File: config.mk
export PLATFORM = sky130hd
export DESIGN_NAME = key_press_and_hold_qualifier_flat
export DESIGN_NICKNAME = d
export VERILOG_FILES = /design/src/rtl/kpq_pkg.sv /design/src/rtl/kpq_if.sv /design/src/rtl/key_press_and_hold_qualifier.sv /design/src/rtl/kpq_csr_regs.sv /design/src/rtl/kpq_core.sv /design/src/rtl/kpq_rsp_queue.sv /design/src/flat_wrapper.sv
export SDC_FILE = /design/constraint.sdc
export NUM_CORES = 1
export LEC_CHECK = 0
export ABC_AREA = 1
export BUFFER_PORTS_ARGS = -buffer_cell sky130_fd_sc_hd__buf_4
export CAP_MARGIN = 10
export CORE_UTILIZATION = 45
export CTS_CLUSTER_SIZE = 30
export DETAILED_ROUTE_END_ITERATION = 6
export SYNTH_ARGS = -nofsm -noshare
export SYNTH_HDL_FRONTEND = slang
export SYNTH_SLANG_ARGS = --single-unit
File: constraint.sdc
create_clock -name clock -period 2.9 [get_ports clock]
set_input_delay 0.435 -clock clock [delete_from_list [all_inputs] [get_ports clock]]
set_output_delay 0.435 -clock clock [all_outputs]
set_load 0.01 [all_outputs]
File: src/rtl/kpq_pkg.sv
`timescale 1ns / 1ps

package kpq_pkg;

   localparam int CFG_BITS           = 16;
   localparam int CSR_INDEX_BITS     = 2;
   localparam int COUNT_BITS_DEFAULT = 16;

   localparam logic [CFG_BITS-1:0] LONG_HOLD_RESET    = 16'd300;
   localparam logic [CFG_BITS-1:0] CLEAR_HOLD_RESET   = 16'd200;
   localparam logic [CFG_BITS-1:0] CLEAR_RELOAD_RESET = 16'd100;

   typedef enum logic [CSR_INDEX_BITS-1:0] {
      REG_LONG_HOLD    = 2'd0,
      REG_CLEAR_HOLD   = 2'd1,
      REG_CLEAR_RELOAD = 2'd2
   } reg_index_type;

   typedef struct packed {
      logic [CFG_BITS-1:0] long_hold_ticks;
      logic [CFG_BITS-1:0] clear_hold_ticks;
      logic [CFG_BITS-1:0] clear_reload_ticks;
   } cfg_type;

   typedef struct packed {
      logic set_level;
      logic up_level;
      logic av_level;
   } buttons_type;

   typedef struct packed {
      logic set_short;
      logic up_short;
      logic av_short;
      logic set_long;
      logic combo_long;
      logic trip_clear;
   } result_type;

endpackage

File: src/rtl/kpq_if.sv
`timescale 1ns / 1ps

interface kpq_req_if;
   logic valid;
   logic ready;
   logic set_level;
   logic up_level;
   logic av_level;

   modport source (output valid, output set_level, output up_level, output av_level,
                   input ready);
   modport sink   (input valid, input set_level, input up_level, input av_level,
                   output ready);
endinterface

interface kpq_rsp_if;
   logic valid;
   logic ready;
   logic set_short;
   logic up_short;
   logic av_short;
   logic set_long;
   logic combo_long;
   logic trip_clear;

   modport source (output valid, output set_short, output up_short, output av_short,
                   output set_long, output combo_long, output trip_clear, input ready);
   modport sink   (input valid, input set_short, input up_short, input av_short,
                   input set_long, input combo_long, input trip_clear, output ready);
endinterface

interface kpq_csr_if;
   logic                                valid;
   logic                                ready;
   logic [kpq_pkg::CSR_INDEX_BITS-1:0] index;
   logic [kpq_pkg::CFG_BITS-1:0]       data;

   modport source (output valid, output index, output data, input ready);
   modport sink   (input valid, input index, input data, output ready);
endinterface

File: src/rtl/key_press_and_hold_qualifier.sv
`timescale 1ns / 1ps
// An accepted tick's result is registered in the queue and offered from its head.
// Throughput: one tick per cycle while an entry is free; a two-entry queue keeps
// req_if.ready high while one result waits, and drops it only when both are full.
// Reset (synchronous): clears button history, cancels, hold counters and the queue;
// loads the hold and reload registers with their default values.

module key_press_and_hold_qualifier #(
   parameter int COUNT_BITS = kpq_pkg::COUNT_BITS_DEFAULT
) (
   input logic       clock,
   input logic       reset,
   kpq_req_if.sink   req_if,
   kpq_rsp_if.source rsp_if,
   kpq_csr_if.sink   csr_if
);

   kpq_pkg::cfg_type     cfg;
   kpq_pkg::buttons_type buttons;
   kpq_pkg::result_type  result;
   kpq_pkg::result_type  rsp_data;
   logic                 queue_not_full;
   logic                 fire;

   assign buttons.set_level = req_if.set_level;
   assign buttons.up_level  = req_if.up_level;
   assign buttons.av_level  = req_if.av_level;
   assign req_if.ready      = queue_not_full;
   assign fire              = req_if.valid && queue_not_full;

   kpq_csr_regs u_csr_regs (
      .clock  (clock),
      .reset  (reset),
      .csr_if (csr_if),
      .cfg    (cfg)
   );

   kpq_core #(
      .COUNT_BITS (COUNT_BITS)
   ) u_core (
      .clock   (clock),
      .reset   (reset),
      .fire    (fire),
      .buttons (buttons),
      .cfg     (cfg),
      .result  (result)
   );

   kpq_rsp_queue u_rsp_queue (
      .clock     (clock),
      .reset     (reset),
      .push      (fire),
      .push_data (result),
      .pop       (rsp_if.valid && rsp_if.ready),
      .not_full  (queue_not_full),
      .out_valid (rsp_if.valid),
      .out_data  (rsp_data)
   );

   assign rsp_if.set_short  = rsp_data.set_short;
   assign rsp_if.up_short   = rsp_data.up_short;
   assign rsp_if.av_short   = rsp_data.av_short;
   assign rsp_if.set_long   = rsp_data.set_long;
   assign rsp_if.combo_long = rsp_data.combo_long;
   assign rsp_if.trip_clear = rsp_data.trip_clear;

endmodule

File: src/rtl/kpq_csr_regs.sv
`timescale 1ns / 1ps

module kpq_csr_regs (
   input  logic             clock,
   input  logic             reset,
   kpq_csr_if.sink          csr_if,
   output kpq_pkg::cfg_type cfg
);

   kpq_pkg::cfg_type cfg_ff;
   kpq_pkg::cfg_type cfg_in;

   assign csr_if.ready = 1'b1;
   assign cfg          = cfg_ff;

   always_comb begin
      cfg_in = cfg_ff;
      if (csr_if.valid) begin
         unique case (csr_if.index)
            kpq_pkg::REG_LONG_HOLD:    cfg_in.long_hold_ticks    = csr_if.data;
            kpq_pkg::REG_CLEAR_HOLD:   cfg_in.clear_hold_ticks   = csr_if.data;
            kpq_pkg::REG_CLEAR_RELOAD: cfg_in.clear_reload_ticks = csr_if.data;
            default:                   cfg_in = cfg_ff;
         endcase
      end
   end

   always_ff @(posedge clock) begin
      if (reset) begin
         cfg_ff.long_hold_ticks    <= kpq_pkg::LONG_HOLD_RESET;
         cfg_ff.clear_hold_ticks   <= kpq_pkg::CLEAR_HOLD_RESET;
         cfg_ff.clear_reload_ticks <= kpq_pkg::CLEAR_RELOAD_RESET;
      end else begin
         cfg_ff <= cfg_in;
      end
   end

endmodule

File: src/rtl/kpq_core.sv
`timescale 1ns / 1ps

module kpq_core #(
   parameter int COUNT_BITS = kpq_pkg::COUNT_BITS_DEFAULT
) (
   input  logic                 clock,
   input  logic                 reset,
   input  logic                 fire,
   input  kpq_pkg::buttons_type buttons,
   input  kpq_pkg::cfg_type     cfg,
   output kpq_pkg::result_type  result
);

   localparam int CMP_BITS = (COUNT_BITS > kpq_pkg::CFG_BITS) ? COUNT_BITS : kpq_pkg::CFG_BITS;
   localparam logic [COUNT_BITS-1:0] CNT_MAX = '1;

   logic prev_set_ff, prev_up_ff, prev_av_ff;
   logic cancel_set_ff, cancel_up_ff, cancel_av_ff;
   logic cancel_set_in, cancel_up_in, cancel_av_in;
   logic [COUNT_BITS-1:0] set_hold_count_ff, set_hold_count_in;
   logic [COUNT_BITS-1:0] combo_hold_count_ff, combo_hold_count_in;
   logic [COUNT_BITS-1:0] clear_hold_count_ff, clear_hold_count_in;
   logic [COUNT_BITS-1:0] reload_sat;
   logic [CMP_BITS-1:0]   reload_ext;

   function automatic logic [COUNT_BITS-1:0] inc_sat(input logic [COUNT_BITS-1:0] count);
      return (count == CNT_MAX) ? CNT_MAX : count + COUNT_BITS'(1);
   endfunction

   assign reload_ext = CMP_BITS'(cfg.clear_reload_ticks);
   assign reload_sat = (reload_ext > CMP_BITS'(CNT_MAX)) ? CNT_MAX
                                                          : reload_ext[COUNT_BITS-1:0];

   always_comb begin
      result = '0;

      result.set_short = !buttons.set_level && prev_set_ff && !cancel_set_ff;
      result.up_short  = !buttons.up_level  && prev_up_ff  && !cancel_up_ff;
      result.av_short  = !buttons.av_level  && prev_av_ff  && !cancel_av_ff;

      cancel_set_in = (buttons.set_level != prev_set_ff) ? prev_set_ff : cancel_set_ff;
      cancel_up_in  = (buttons.up_level  != prev_up_ff)  ? prev_up_ff  : cancel_up_ff;
      cancel_av_in  = (buttons.av_level  != prev_av_ff)  ? prev_av_ff  : cancel_av_ff;

      set_hold_count_in = '0;
      if (buttons.set_level) begin
         if (CMP_BITS'(set_hold_count_ff) >= CMP_BITS'(cfg.long_hold_ticks)) begin
            cancel_set_in   = 1'b1;
            result.set_long = 1'b1;
         end else begin
            set_hold_count_in = inc_sat(set_hold_count_ff);
         end
      end

      combo_hold_count_in = '0;
      if (buttons.av_level && buttons.up_level) begin
         if (CMP_BITS'(combo_hold_count_ff) >= CMP_BITS'(cfg.long_hold_ticks)) begin
            cancel_av_in      = 1'b1;
            cancel_up_in      = 1'b1;
            result.combo_long = 1'b1;
         end else begin
            combo_hold_count_in = inc_sat(combo_hold_count_ff);
         end
      end

      clear_hold_count_in = clear_hold_count_ff;
      if (buttons.av_level && !buttons.up_level) begin
         if (CMP_BITS'(clear_hold_count_ff) >= CMP_BITS'(cfg.clear_hold_ticks)) begin
            cancel_av_in        = 1'b1;
            result.trip_clear   = 1'b1;
            clear_hold_count_in = reload_sat;
         end else begin
            clear_hold_count_in = inc_sat(clear_hold_count_ff);
         end
      end else if (clear_hold_count_ff != '0) begin
         clear_hold_count_in = clear_hold_count_ff - COUNT_BITS'(1);
      end
   end

   always_ff @(posedge clock) begin
      if (reset) begin
         prev_set_ff         <= 1'b0;
         prev_up_ff          <= 1'b0;
         prev_av_ff          <= 1'b0;
         cancel_set_ff       <= 1'b0;
         cancel_up_ff        <= 1'b0;
         cancel_av_ff        <= 1'b0;
         set_hold_count_ff   <= '0;
         combo_hold_count_ff <= '0;
         clear_hold_count_ff <= '0;
      end else if (fire) begin
         prev_set_ff         <= buttons.set_level;
         prev_up_ff          <= buttons.up_level;
         prev_av_ff          <= buttons.av_level;
         cancel_set_ff       <= cancel_set_in;
         cancel_up_ff        <= cancel_up_in;
         cancel_av_ff        <= cancel_av_in;
         set_hold_count_ff   <= set_hold_count_in;
         combo_hold_count_ff <= combo_hold_count_in;
         clear_hold_count_ff <= clear_hold_count_in;
      end
   end

endmodule

File: src/rtl/kpq_rsp_queue.sv
`timescale 1ns / 1ps

module kpq_rsp_queue (
   input  logic                clock,
   input  logic                reset,
   input  logic                push,
   input  kpq_pkg::result_type push_data,
   input  logic                pop,
   output logic                not_full,
   output logic                out_valid,
   output kpq_pkg::result_type out_data
);

   kpq_pkg::result_type entry_ff [2];
   logic       wr_ptr_ff, wr_ptr_in;
   logic       rd_ptr_ff, rd_ptr_in;
   logic [1:0] count_ff, count_in;

   assign not_full  = (count_ff != 2'd2);
   assign out_valid = (count_ff != 2'd0);
   assign out_data  = entry_ff[rd_ptr_ff];

   always_comb begin
      wr_ptr_in = wr_ptr_ff ^ push;
      rd_ptr_in = rd_ptr_ff ^ pop;
      count_in  = count_ff + {1'b0, push} - {1'b0, pop};
   end

   always_ff @(posedge clock) begin
      if (push) begin
         entry_ff[wr_ptr_ff] <= push_data;
      end
   end

   always_ff @(posedge clock) begin
      if (reset) begin
         wr_ptr_ff <= 1'b0;
         rd_ptr_ff <= 1'b0;
         count_ff  <= 2'd0;
      end else begin
         wr_ptr_ff <= wr_ptr_in;
         rd_ptr_ff <= rd_ptr_in;
         count_ff  <= count_in;
      end
   end

endmodule

File: src/flat_wrapper.sv
// flat-port wrapper written by rule: the top's interface ports become plain ports
module key_press_and_hold_qualifier_flat 
#(
   parameter int COUNT_BITS = kpq_pkg::COUNT_BITS_DEFAULT
)
  (clock, reset, req_if_valid, req_if_set_level, req_if_up_level, req_if_av_level, req_if_ready, rsp_if_valid, rsp_if_set_short, rsp_if_up_short, rsp_if_av_short, rsp_if_set_long, rsp_if_combo_long, rsp_if_trip_clear, rsp_if_ready, csr_if_valid, csr_if_index, csr_if_data, csr_if_ready);
  kpq_req_if req_if_i ();
  kpq_rsp_if rsp_if_i ();
  kpq_csr_if csr_if_i ();
  input logic clock;
  input logic reset;
  input wire logic [$bits(req_if_i.valid)-1:0] req_if_valid;
  input wire logic [$bits(req_if_i.set_level)-1:0] req_if_set_level;
  input wire logic [$bits(req_if_i.up_level)-1:0] req_if_up_level;
  input wire logic [$bits(req_if_i.av_level)-1:0] req_if_av_level;
  output wire logic [$bits(req_if_i.ready)-1:0] req_if_ready;
  output wire logic [$bits(rsp_if_i.valid)-1:0] rsp_if_valid;
  output wire logic [$bits(rsp_if_i.set_short)-1:0] rsp_if_set_short;
  output wire logic [$bits(rsp_if_i.up_short)-1:0] rsp_if_up_short;
  output wire logic [$bits(rsp_if_i.av_short)-1:0] rsp_if_av_short;
  output wire logic [$bits(rsp_if_i.set_long)-1:0] rsp_if_set_long;
  output wire logic [$bits(rsp_if_i.combo_long)-1:0] rsp_if_combo_long;
  output wire logic [$bits(rsp_if_i.trip_clear)-1:0] rsp_if_trip_clear;
  input wire logic [$bits(rsp_if_i.ready)-1:0] rsp_if_ready;
  input wire logic [$bits(csr_if_i.valid)-1:0] csr_if_valid;
  input wire logic [$bits(csr_if_i.index)-1:0] csr_if_index;
  input wire logic [$bits(csr_if_i.data)-1:0] csr_if_data;
  output wire logic [$bits(csr_if_i.ready)-1:0] csr_if_ready;
  assign req_if_i.valid = req_if_valid;
  assign req_if_i.set_level = req_if_set_level;
  assign req_if_i.up_level = req_if_up_level;
  assign req_if_i.av_level = req_if_av_level;
  assign req_if_ready = req_if_i.ready;
  assign rsp_if_valid = rsp_if_i.valid;
  assign rsp_if_set_short = rsp_if_i.set_short;
  assign rsp_if_up_short = rsp_if_i.up_short;
  assign rsp_if_av_short = rsp_if_i.av_short;
  assign rsp_if_set_long = rsp_if_i.set_long;
  assign rsp_if_combo_long = rsp_if_i.combo_long;
  assign rsp_if_trip_clear = rsp_if_i.trip_clear;
  assign rsp_if_i.ready = rsp_if_ready;
  assign csr_if_i.valid = csr_if_valid;
  assign csr_if_i.index = csr_if_index;
  assign csr_if_i.data = csr_if_data;
  assign csr_if_ready = csr_if_i.ready;
  key_press_and_hold_qualifier #(.COUNT_BITS(COUNT_BITS)) u_core (.clock(clock), .reset(reset), .req_if(req_if_i), .rsp_if(rsp_if_i), .csr_if(csr_if_i));
endmodule
Word level (Yosys, flattened, before mapping)
Memory sizes are Yosys's and may differ from the RTL's. A register that Yosys moved wholly into a read port is not among the register bits.
Index checks and enable logic that the tools add are counted.
{"block": "word_totals", "mem_count": 1, "regBits": 106, "in_bits": 26, "latchBits": 0, "romBits": 0, "ram_bits": 12}
{"block": "classes", "n_lt_le_gt_ge": 4, "n_eq_ne": 9, "n_div": 0, "addsub": 6, "reduce_logical": 24, "n_shift": 0, "bitwise": 2, "mul": 0, "muxes": 31}
{"name": "u_core.u_rsp_queue.entry_ff", "depth": 2, "width": 6, "read_ports": 1, "rd_clocked_by_memory_dff": 1, "write_ports": 1, "line": "kpq_rsp_queue.sv:14", "rtl": "kpq_pkg::result_type entry_ff [2];"}
{"op": "two-way mux 16 bit", "count": 11}
{"op": "adder 16 x 1 -> 16 bit (second input constant)", "count": 3}
{"op": "== test 16 bit (second input constant)", "count": 3}
{"op": ">= comparator 16 bit", "count": 3}
{"op": "two-way mux 1 bit", "count": 20}
{"op": "> comparator 16 bit (second input constant)", "count": 1}
{"op": "nonzero test 16 bit", "count": 1}
{"op": "subtractor 16 x 1 -> 16 bit (second input constant)", "count": 1}
{"op": "logical AND 1 bit", "count": 10}
{"op": "AND reduction 2 bit", "count": 4}
{"op": "zero test 1 bit", "count": 6}
{"op": "nonzero test 2 bit", "count": 2}
{"op": "inequality test 1 bit", "count": 3}
{"op": "adder 2 x 1 -> 2 bit", "count": 1}
{"op": "== test 2 x 1 -> 1 bit (second input constant)", "count": 1}
{"op": "== test 2 bit (second input constant)", "count": 1}
{"op": "zero test 2 bit", "count": 1}
{"op": "inequality test 2 bit (second input constant)", "count": 1}
{"op": "subtractor 2 x 1 -> 2 bit", "count": 1}
{"op": "bitwise XOR 1 bit", "count": 2}

Logic depth before layout (Yosys ltp)
Gate-level depths: netlist of run 1.
{"block": "logic_depth", "ltp_word": 6, "depth_mapped": 16, "ltp_nobuf": 15}

Hierarchy
From an unflattened synthesis of run 1, not the netlist that was laid out.
{"block": "hier_totals", "cells_unflattened": 1232, "hier_area_um2": 8066.5}
{"module": "kpq_core", "n_inst": 1, "area_per_inst_um2": 5381.4, "cells_each": 885}
{"module": "kpq_csr_regs", "n_inst": 1, "area_per_inst_um2": 1999.4, "cells_each": 297}
{"module": "kpq_rsp_queue", "n_inst": 1, "area_per_inst_um2": 670.6, "cells_each": 46}
{"module": "key_press_and_hold_qualifier", "n_inst": 1, "area_per_inst_um2": 15.0, "cells_each": 4}

Least setup slack after synthesis of run 1
Ideal clock, no wire load.
{"block": "synth_path", "kind": "register -> register", "startpoint": "register u_core.u_core.clear_hold_count_ff[0]", "endpoint": "memory u_core.u_rsp_queue.entry_ff[0][0] (netlist name), data pin", "t_required_ns": 2.646, "arrival_ns": 1.553, "setup_time_ns": 0.254, "period_less_slack_ns": 1.807, "slack_ns": 1.093, "stages_incl_launch_ff": 14, "n_path_buf": 1, "cell_sequence": "dfxtp_1 inv_1 ha_1 nand2_1 nand3_1 nand2_1 nand2_1 nand2_1 nand2_1 nand2_2 nand2_4 buf_2 nand2_1 inv_1"}
{"item": "from (decl)", "line": "kpq_core.sv:22", "rtl": "logic [COUNT_BITS-1:0] clear_hold_count_ff, clear_hold_count_in;"}
{"item": "from (signal assigned)", "line": "kpq_core.sv:100", "rtl": "clear_hold_count_ff <= clear_hold_count_in;"}
{"item": "to (decl)", "line": "kpq_rsp_queue.sv:14"}

Worst setup path after layout of run 1
{"block": "layout_path", "startpoint": "register u_core.u_core.clear_hold_count_ff[7]", "endpoint": "register u_core.u_core.cancel_av_ff"}
{"block": "layout_via", "elab_chain_cells": 3}
{"item": ">= comparator 16 bit", "line": "kpq_core.sv:68", "rtl": "if (CMP_BITS'(clear_hold_count_ff) >= CMP_BITS'(cfg.clear_hold_ticks)) begin"}
{"item": "two-way mux 1 bit", "line": "kpq_core.sv:68"}
{"item": "two-way mux 1 bit", "line": "kpq_core.sv:67", "rtl": "if (buttons.av_level && !buttons.up_level) begin"}
{"item": "to (signal assigned)", "line": "kpq_core.sv:97", "rtl": "cancel_av_ff <= cancel_av_in;"}
{"item": "to (decl)", "line": "kpq_core.sv:18", "rtl": "logic cancel_set_ff, cancel_up_ff, cancel_av_ff;"}
No other way between the ends.
A chain may end at the register's enable or synchronous reset.

==> run metrics, run 1 <==
status finished clean; Finished Layout Cells 1352; final wirelength roughly 19 mm; Setup CP Type reg -> reg; Syn Area/Cell approximately 6.9 um2; Initial Util 46.0%; final setup vio count 0; Post-synth top cells nand2_1, nor2_1, inv_1; register bit total from synthesis between 100 and 150; Root Driver clkbuf_16; clock share of power 34.9%; crit end category register; R2R Setup Slk between 0.6 and 0.7 ns; final antenna-violating net count 0; clk buf depth 2; Required @ worst endpoint roughly 3.2 ns; Final nets 1205; Max Fanout on Critical Path 24; worst r2r src u_core.u_core.clear_hold_count_ff[7]$_SDFFE_PP0P_; pwr dens 670 nW/um2; gp weighted congestion slightly below 0.9; Setup TNS Final 0 ns; most frequent cell after synthesis nand2_1; Area Growth Syn to Fin 12.0%; fin. max-slew vios 0; Pre-Repair DR Iteration Count 6; routed vias ~6900; ys flop type dfxtp_1; Resized Gates After CTS 0; routed length per instance between 10 and 15 um; CTS Hold Bufs 0; internal power approximately 3.7 mW; Core ar. about 17000 um2; # IOs 35; hold endpoint u_core.u_csr_regs.cfg[1]$_SDFFE_PP0P_; area of the mapped netlist 7590 um2; Final Cell Area roughly 8500 um2; Syn Nets roughly 1200; Max Fclk ~0.45 GHz; Final Hold Vio Count 0; top post-synthesis cells by area dfxtp_1, nand2_1, ha_1, nor2_1, a21oi_1; post-synthesis sequential area ratio 32.7%; vias in the first global route around 6300; H-tree depth 4; Mapped Cells 1101; Die Y-Extent about 130 um; IO Port Bufs 33; Flop pwr share roughly a third; DIE WIDTH roughly 130 um; ys async rst share 0%; postcts setup bufs 0; LEAKAGE between 3 and 4 nW; Switching Share a little over a third; FP Rows between 40 and 50; Max VDD drop approximately 0.48 mV; hold depth 3; fin worst setup slack around 0.66 ns; sw power ~2.0 mW; Slew HR between 50% and 60%; DRC violation total after the first TritonRoute iteration between 400 and 500; drc violations 0; min-delay worst type in -> reg; # placed instances ~1300; GR Overflow Total 0; Max Cap Viol 0; Yosys top cell by area dfxtp_1; Worst Hold Launch csr_if_data[1]; Post-synth EDFFs 12; worst slack, placed 0.706 ns; largest net degree at the start of global routing 62; fin crit period between 2 and 2.5 ns; Clock transition at path regs ~0.050 ns; DP Area about 8000 um2; post-detail-place hpwl roughly 14 mm; R2R depth 12; Tot GR Track Use 22.7%; reg2reg end u_core.u_core.cancel_av_ff$_SDFFE_PP0P_; Slew @ Worst Pin roughly 0.74 ns; Synth cell types 47; CTS Sinks around 120; die area about 17000 um2; # diodes 0; CTS tree yes; crit path DAT between 2 and 3 ns; first-pass GRT wire length between 30 and 40 mm; clk_lat worst skew approximately 0.41 ns; Via density 5.12; Gate power share 29.7%; RSZ-0062 raised after global routing false; layout cells sized above 1 9.98%; yosys warns 0; Yosys top cell area share between 20% and 30%; Layout Skew 0.0134 ns; Core Util, Final around half; CTS Buf Count 17; initial antenna violation count 0; crit start category register; crit share post-route between 70% and 80%
[area by class of cell]
type	instances	area, um2
clock inverter	9	104
inverter	129	487
timing repair buffer	40	300
sequential	118	2480
multi-input combinational	813	4410
clock buffer	23	448
fill	1719	8020
tap	220	275
[worst max path at each step]
stage | startpoint | slack, ns | cells after the start | end
2_1_floorplan | u_core.u_core.clear_hold_count_ff[0]$_SDFFE_PP0P_ | 1.09 | 13 | u_core.u_rsp_queue.entry_ff[0][0]$_DFFE_PP_
3_3_place_gp | req_if_valid | 0.71 | 7 | u_core.u_core.set_hold_count_ff[1]$_SDFFE_PP0P_
3_5_place_dp | u_core.u_core.clear_hold_count_ff[0]$_SDFFE_PP0P_ | 0.71 | 14 | u_core.u_core.cancel_av_ff$_SDFFE_PP0P_
4_1_cts | u_core.u_core.clear_hold_count_ff[0]$_SDFFE_PP0P_ | 0.67 | 14 | u_core.u_core.cancel_av_ff$_SDFFE_PP0P_
5_1_grt | u_core.u_core.clear_hold_count_ff[0]$_SDFFE_PP0P_ | 0.43 | 14 | u_core.u_core.cancel_av_ff$_SDFFE_PP0P_
6_report | u_core.u_core.clear_hold_count_ff[7]$_SDFFE_PP0P_ | 0.66 | 12 | u_core.u_core.cancel_av_ff$_SDFFE_PP0P_
[power groups by stage]
stage	Sequential, mW	Combinational [mW]	Clock [mW]
floorplan	1.95	1.33	0
global placement	2.04	1.66	0
detailed placement	2.04	1.67	0
CTS	2.01	1.69	2.04
global route	2.04	1.92	2.11
finish	2.01	1.70	1.99
[through the flow]
step | power [mW] | hold WS [ns]
finish | 5.70 | 0.270
global placement | 3.70 | 0.444
global route | 6.07 | 0.279
detailed placement | 3.71 | 0.445
floorplan | 3.28 | 0.429
CTS | 5.73 | 0.259
[kinds of logic (layout without fill, tap and decap cells)]
| group | count (synthesis) | in the layout | share of synthesized area (%) |
|---|---|---|---|
| muxes | 2 | 2 | 0.264 |
| and+or+nand+nor | 519 | 519 | 30.7 |
| adders and majority gates | 60 | 60 | 9.88 |
| other | 1 | 1 | 0.0494 |
| buffers and inverters | 170 | 201 | 9.24 |
| AOI/OAI and AO/OA | 210 | 210 | 14.7 |
| DFF | 118 | 118 | 32.7 |
| xor gates and xnor gates | 21 | 21 | 2.42 |
[metal layers]
metal / vias to the layer above / part of all wire [%] / wire (um) / global-route usage [%]
li1: 3644 / - / - / -
met1: 3100 / 51 / 9780 / 32.2
met2: 166 / 44 / 8420 / 35.4
met3: 15 / 4.5 / 857 / 4.08
met4: 0 / 0.79 / 152 / 6.20
met5: - / 0 / 0 / 0
[worst max-delay path, stage by stage (launching register included)]
cell     delay (ns)
dfxtp_1        0.55
ha_1           0.32
nand2_1        0.07
inv_1          0.03
nor2_1         0.08
o21a_1         0.12
nand2_1        0.11
nand2_2        0.23
nand2_4        0.23
nand2_1        0.17
nand4_1        0.10
nand2_1        0.08
inv_1          0.04
[sequential cells by signal, summed over array words and instances (netlist names), 2 cells and up]
signal                             flops
u_core.u_core.combo_hold_count_ff     16
u_core.u_rsp_queue.count_ff            2
u_core.u_csr_regs.cfg                 48
u_core.u_core.clear_hold_count_ff     16
u_core.u_core.set_hold_count_ff       16
u_core.u_rsp_queue.entry_ff           12
[layout by cell type (no fill, tap or decap), types with 12 or more instances in the layout]
master and instances:
nand2_1 225, dfxtp_1 106, buf_4 40, nor2_1 159, xor2_1 18, clkbuf_16 17, nor3_1 15, a21oi_1 96
inv_1 121, nand3_1 53, edfxtp_1 12, ha_1 60, o21ai_0 67, o21ai_1 20, nand4_1 21
No activity file was read; power rests on OpenSTA's default activity.
==> inputs of run 2 (changes only) <==
clock period = 1.9 ns   (was 2.9 ns; I/O delays follow)
==> run metrics, run 2 (synthesis gave the netlist of run 1 again) <==
LEAKAGE 4.42 nW; fin worst setup slack -0.0257 ns; DIE WIDTH between 100 and 150 um; fin. max-slew vios 0; Layout Skew ~0.012 ns; crit path DAT 2.28 ns; drc violations 0; CTS Hold Bufs 0; DP Area ~8500 um2; # placed instances approximately 1400; status finished, violations left; Setup CP Type reg -> reg; Hold Worst Slack roughly 0.11 ns; first-pass GRT wire length between 30 and 40 mm; IO Port Bufs 33; final setup vio count 4; initial antenna violation count 0; crit end category register; pwr dens 991 nW/um2; Max Fanout on Critical Path 8; vias in the first global route between 6000 and 7000; FILL cells between 1000 and 1500; internal power ~6.4 mW; Worst Hold Launch csr_if_data[2]; post-detail-place hpwl about 15 mm; routed length per instance 15.0 um; Slew HR between 50% and 60%; commonest non-fill, non-tap cells in the layout nand2_1, nor2_1, buf_4; worst r2r src u_core.u_csr_regs.cfg[41]$_SDFFE_PP0P_; largest net degree at the start of global routing 47; Setup crit start u_core.u_csr_regs.cfg[41]$_SDFFE_PP0P_; Final Hold Vio Count 0; Via density around 5.2; # diodes 0; sw power approximately 3.6 mW; Setup TNS Final -0.0725 ns; Max Cap Viol 0; Switching Share between 30 and 40%; clk_lat worst skew 0.42 ns; fin crit period ~1.9 ns; CTS tree yes; die area 17400 um2; Max VDD drop 0.648 mV; clk buf depth 2; Tot GR Track Use 23.7%; hold depth 3; Initial Util between 40% and 50%; Gate power share a little under two fifths; Core ar. ~17000 um2; RSZ-0062 raised after global routing true; H-tree depth 4; Finished Layout Cells about 1400; # IOs 35; gp weighted congestion 0.870; layout cells sized above 1 27.6%; crit share post-route 101%; max reg flops 48; most common cell after layout, fill and taps aside nand2_1; CTS Sinks 118; failing checks negative setup slack; final wirelength about 22 mm; Area Growth Syn to Fin 32.2%; Slew @ Worst Pin 0.661 ns; Clock transition at path regs approximately 0.060 ns; CTS Buf Count 17; Critical Path Max Stage Delay around 0.29 ns; Die Y-Extent 132 um; Pre-Repair DR Iteration Count 5; multi-input logic area 5170 um2; most frequent CP cell a21oi_2; FF/Latch Area ~2500 um2; crit start category register; Max Fclk 0.519 GHz; min-delay worst type in -> reg; Flop pwr share between 20% and 30%; routed vias 7479; FP Rows 47; R2R depth 10; DRC violation total after the first TritonRoute iteration between 400 and 500; clock share of power about a third; CP Cell Sequence inv_1, buf_6, ha_4, a21oi_2, o21ai_2, a21oi_2, nand4_4, clkbuf_16, o21a_1, nor2_1; Final nets about 1300; Root Driver clkbuf_16; GR Overflow Total 0; final antenna-violating net count 0; Required @ worst endpoint between 2 and 2.5 ns; Worst path slowest cell dfxtp_1; Final Cell Area roughly 10000 um2
run 2: changes by cell type in the layout (fill, tap and decap cells not counted), sizes merged:
cell and delta:
nand4 +1, clkinvlp -2, nand2 +3, clkinv +2
bufinv +1, buf +83
run 2: final timing paths:
path	endpoint	slack, ns
setup reg to reg	u_core.u_core.combo_hold_count_ff[13]$_SDFFE_PP0P_	-0.03
hold / removal	u_core.u_csr_regs.cfg[2]$_SDFFE_PP1P_	0.11
setup / recovery	u_core.u_core.combo_hold_count_ff[13]$_SDFFE_PP0P_	-0.03
hold reg to reg	u_core.u_csr_regs.cfg[28]$_SDFFE_PP0P_	0.45
run 2: area by class of cell:
cell class                      count  area share (%)
Sequential cell                   118            24.9
Clock inverter                     10            1.30
Tap cell                          220            2.74
Inverter                          129            4.87
Timing Repair Buffer              124            10.2
Clock buffer                       22            4.52
Multi-Input combinational cell    817            51.5
run 2: power groups by stage:
stage                     Clock (mW)  Sequential, mW  Combinational, mW
after global routing            3.40            2.98               4.14
after floorplan                    0            2.98               2.03
after detailed placement           0            2.98               2.92
after CTS                       3.27            2.93               3.01
after global placement             0            2.97               2.90
final                           3.22            2.95               3.77
run 2: per-stage QoR:
step / util [%] / total power, mW / setup slack (ns)
global route: 60.8 / 10.5 / -0.118
finish: 60.8 / 9.95 / -0.0257
detailed placement: 51.5 / 5.90 / -0.255
floorplan: - / 5.00 / 0.0931
CTS: 56.3 / 9.21 / 0.000273
global placement: 51.5 / 5.88 / -0.207
run 2: critical path, delay by kind of cell, from the launching register on:
family | cells | cell delay [ns]
simple gates | 2 | 0.26
flops | 1 | 0.29
compound gates | 4 | 0.63
buf+inv | 3 | 0.48
fa+ha+maj | 1 | 0.20
run 2: repair_timing:
item                                    4_1_cts  5_1_grt
cloned                                        1        5
endpoints found under the setup margin       44       57
pin swaps                                    13       44
resized for setup                            27      148
setup buffers                                 4        9
run 2: per-layer routing:
layer / vias up / track usage [%] / wire [um]
li1: 3837 / - / -
met4: 0 / 7.69 / 450
met3: 33 / 3.88 / 1150
met2: 190 / 36.8 / 9530
met1: 3419 / 33.4 / 10400
met5: - / 0 / 0
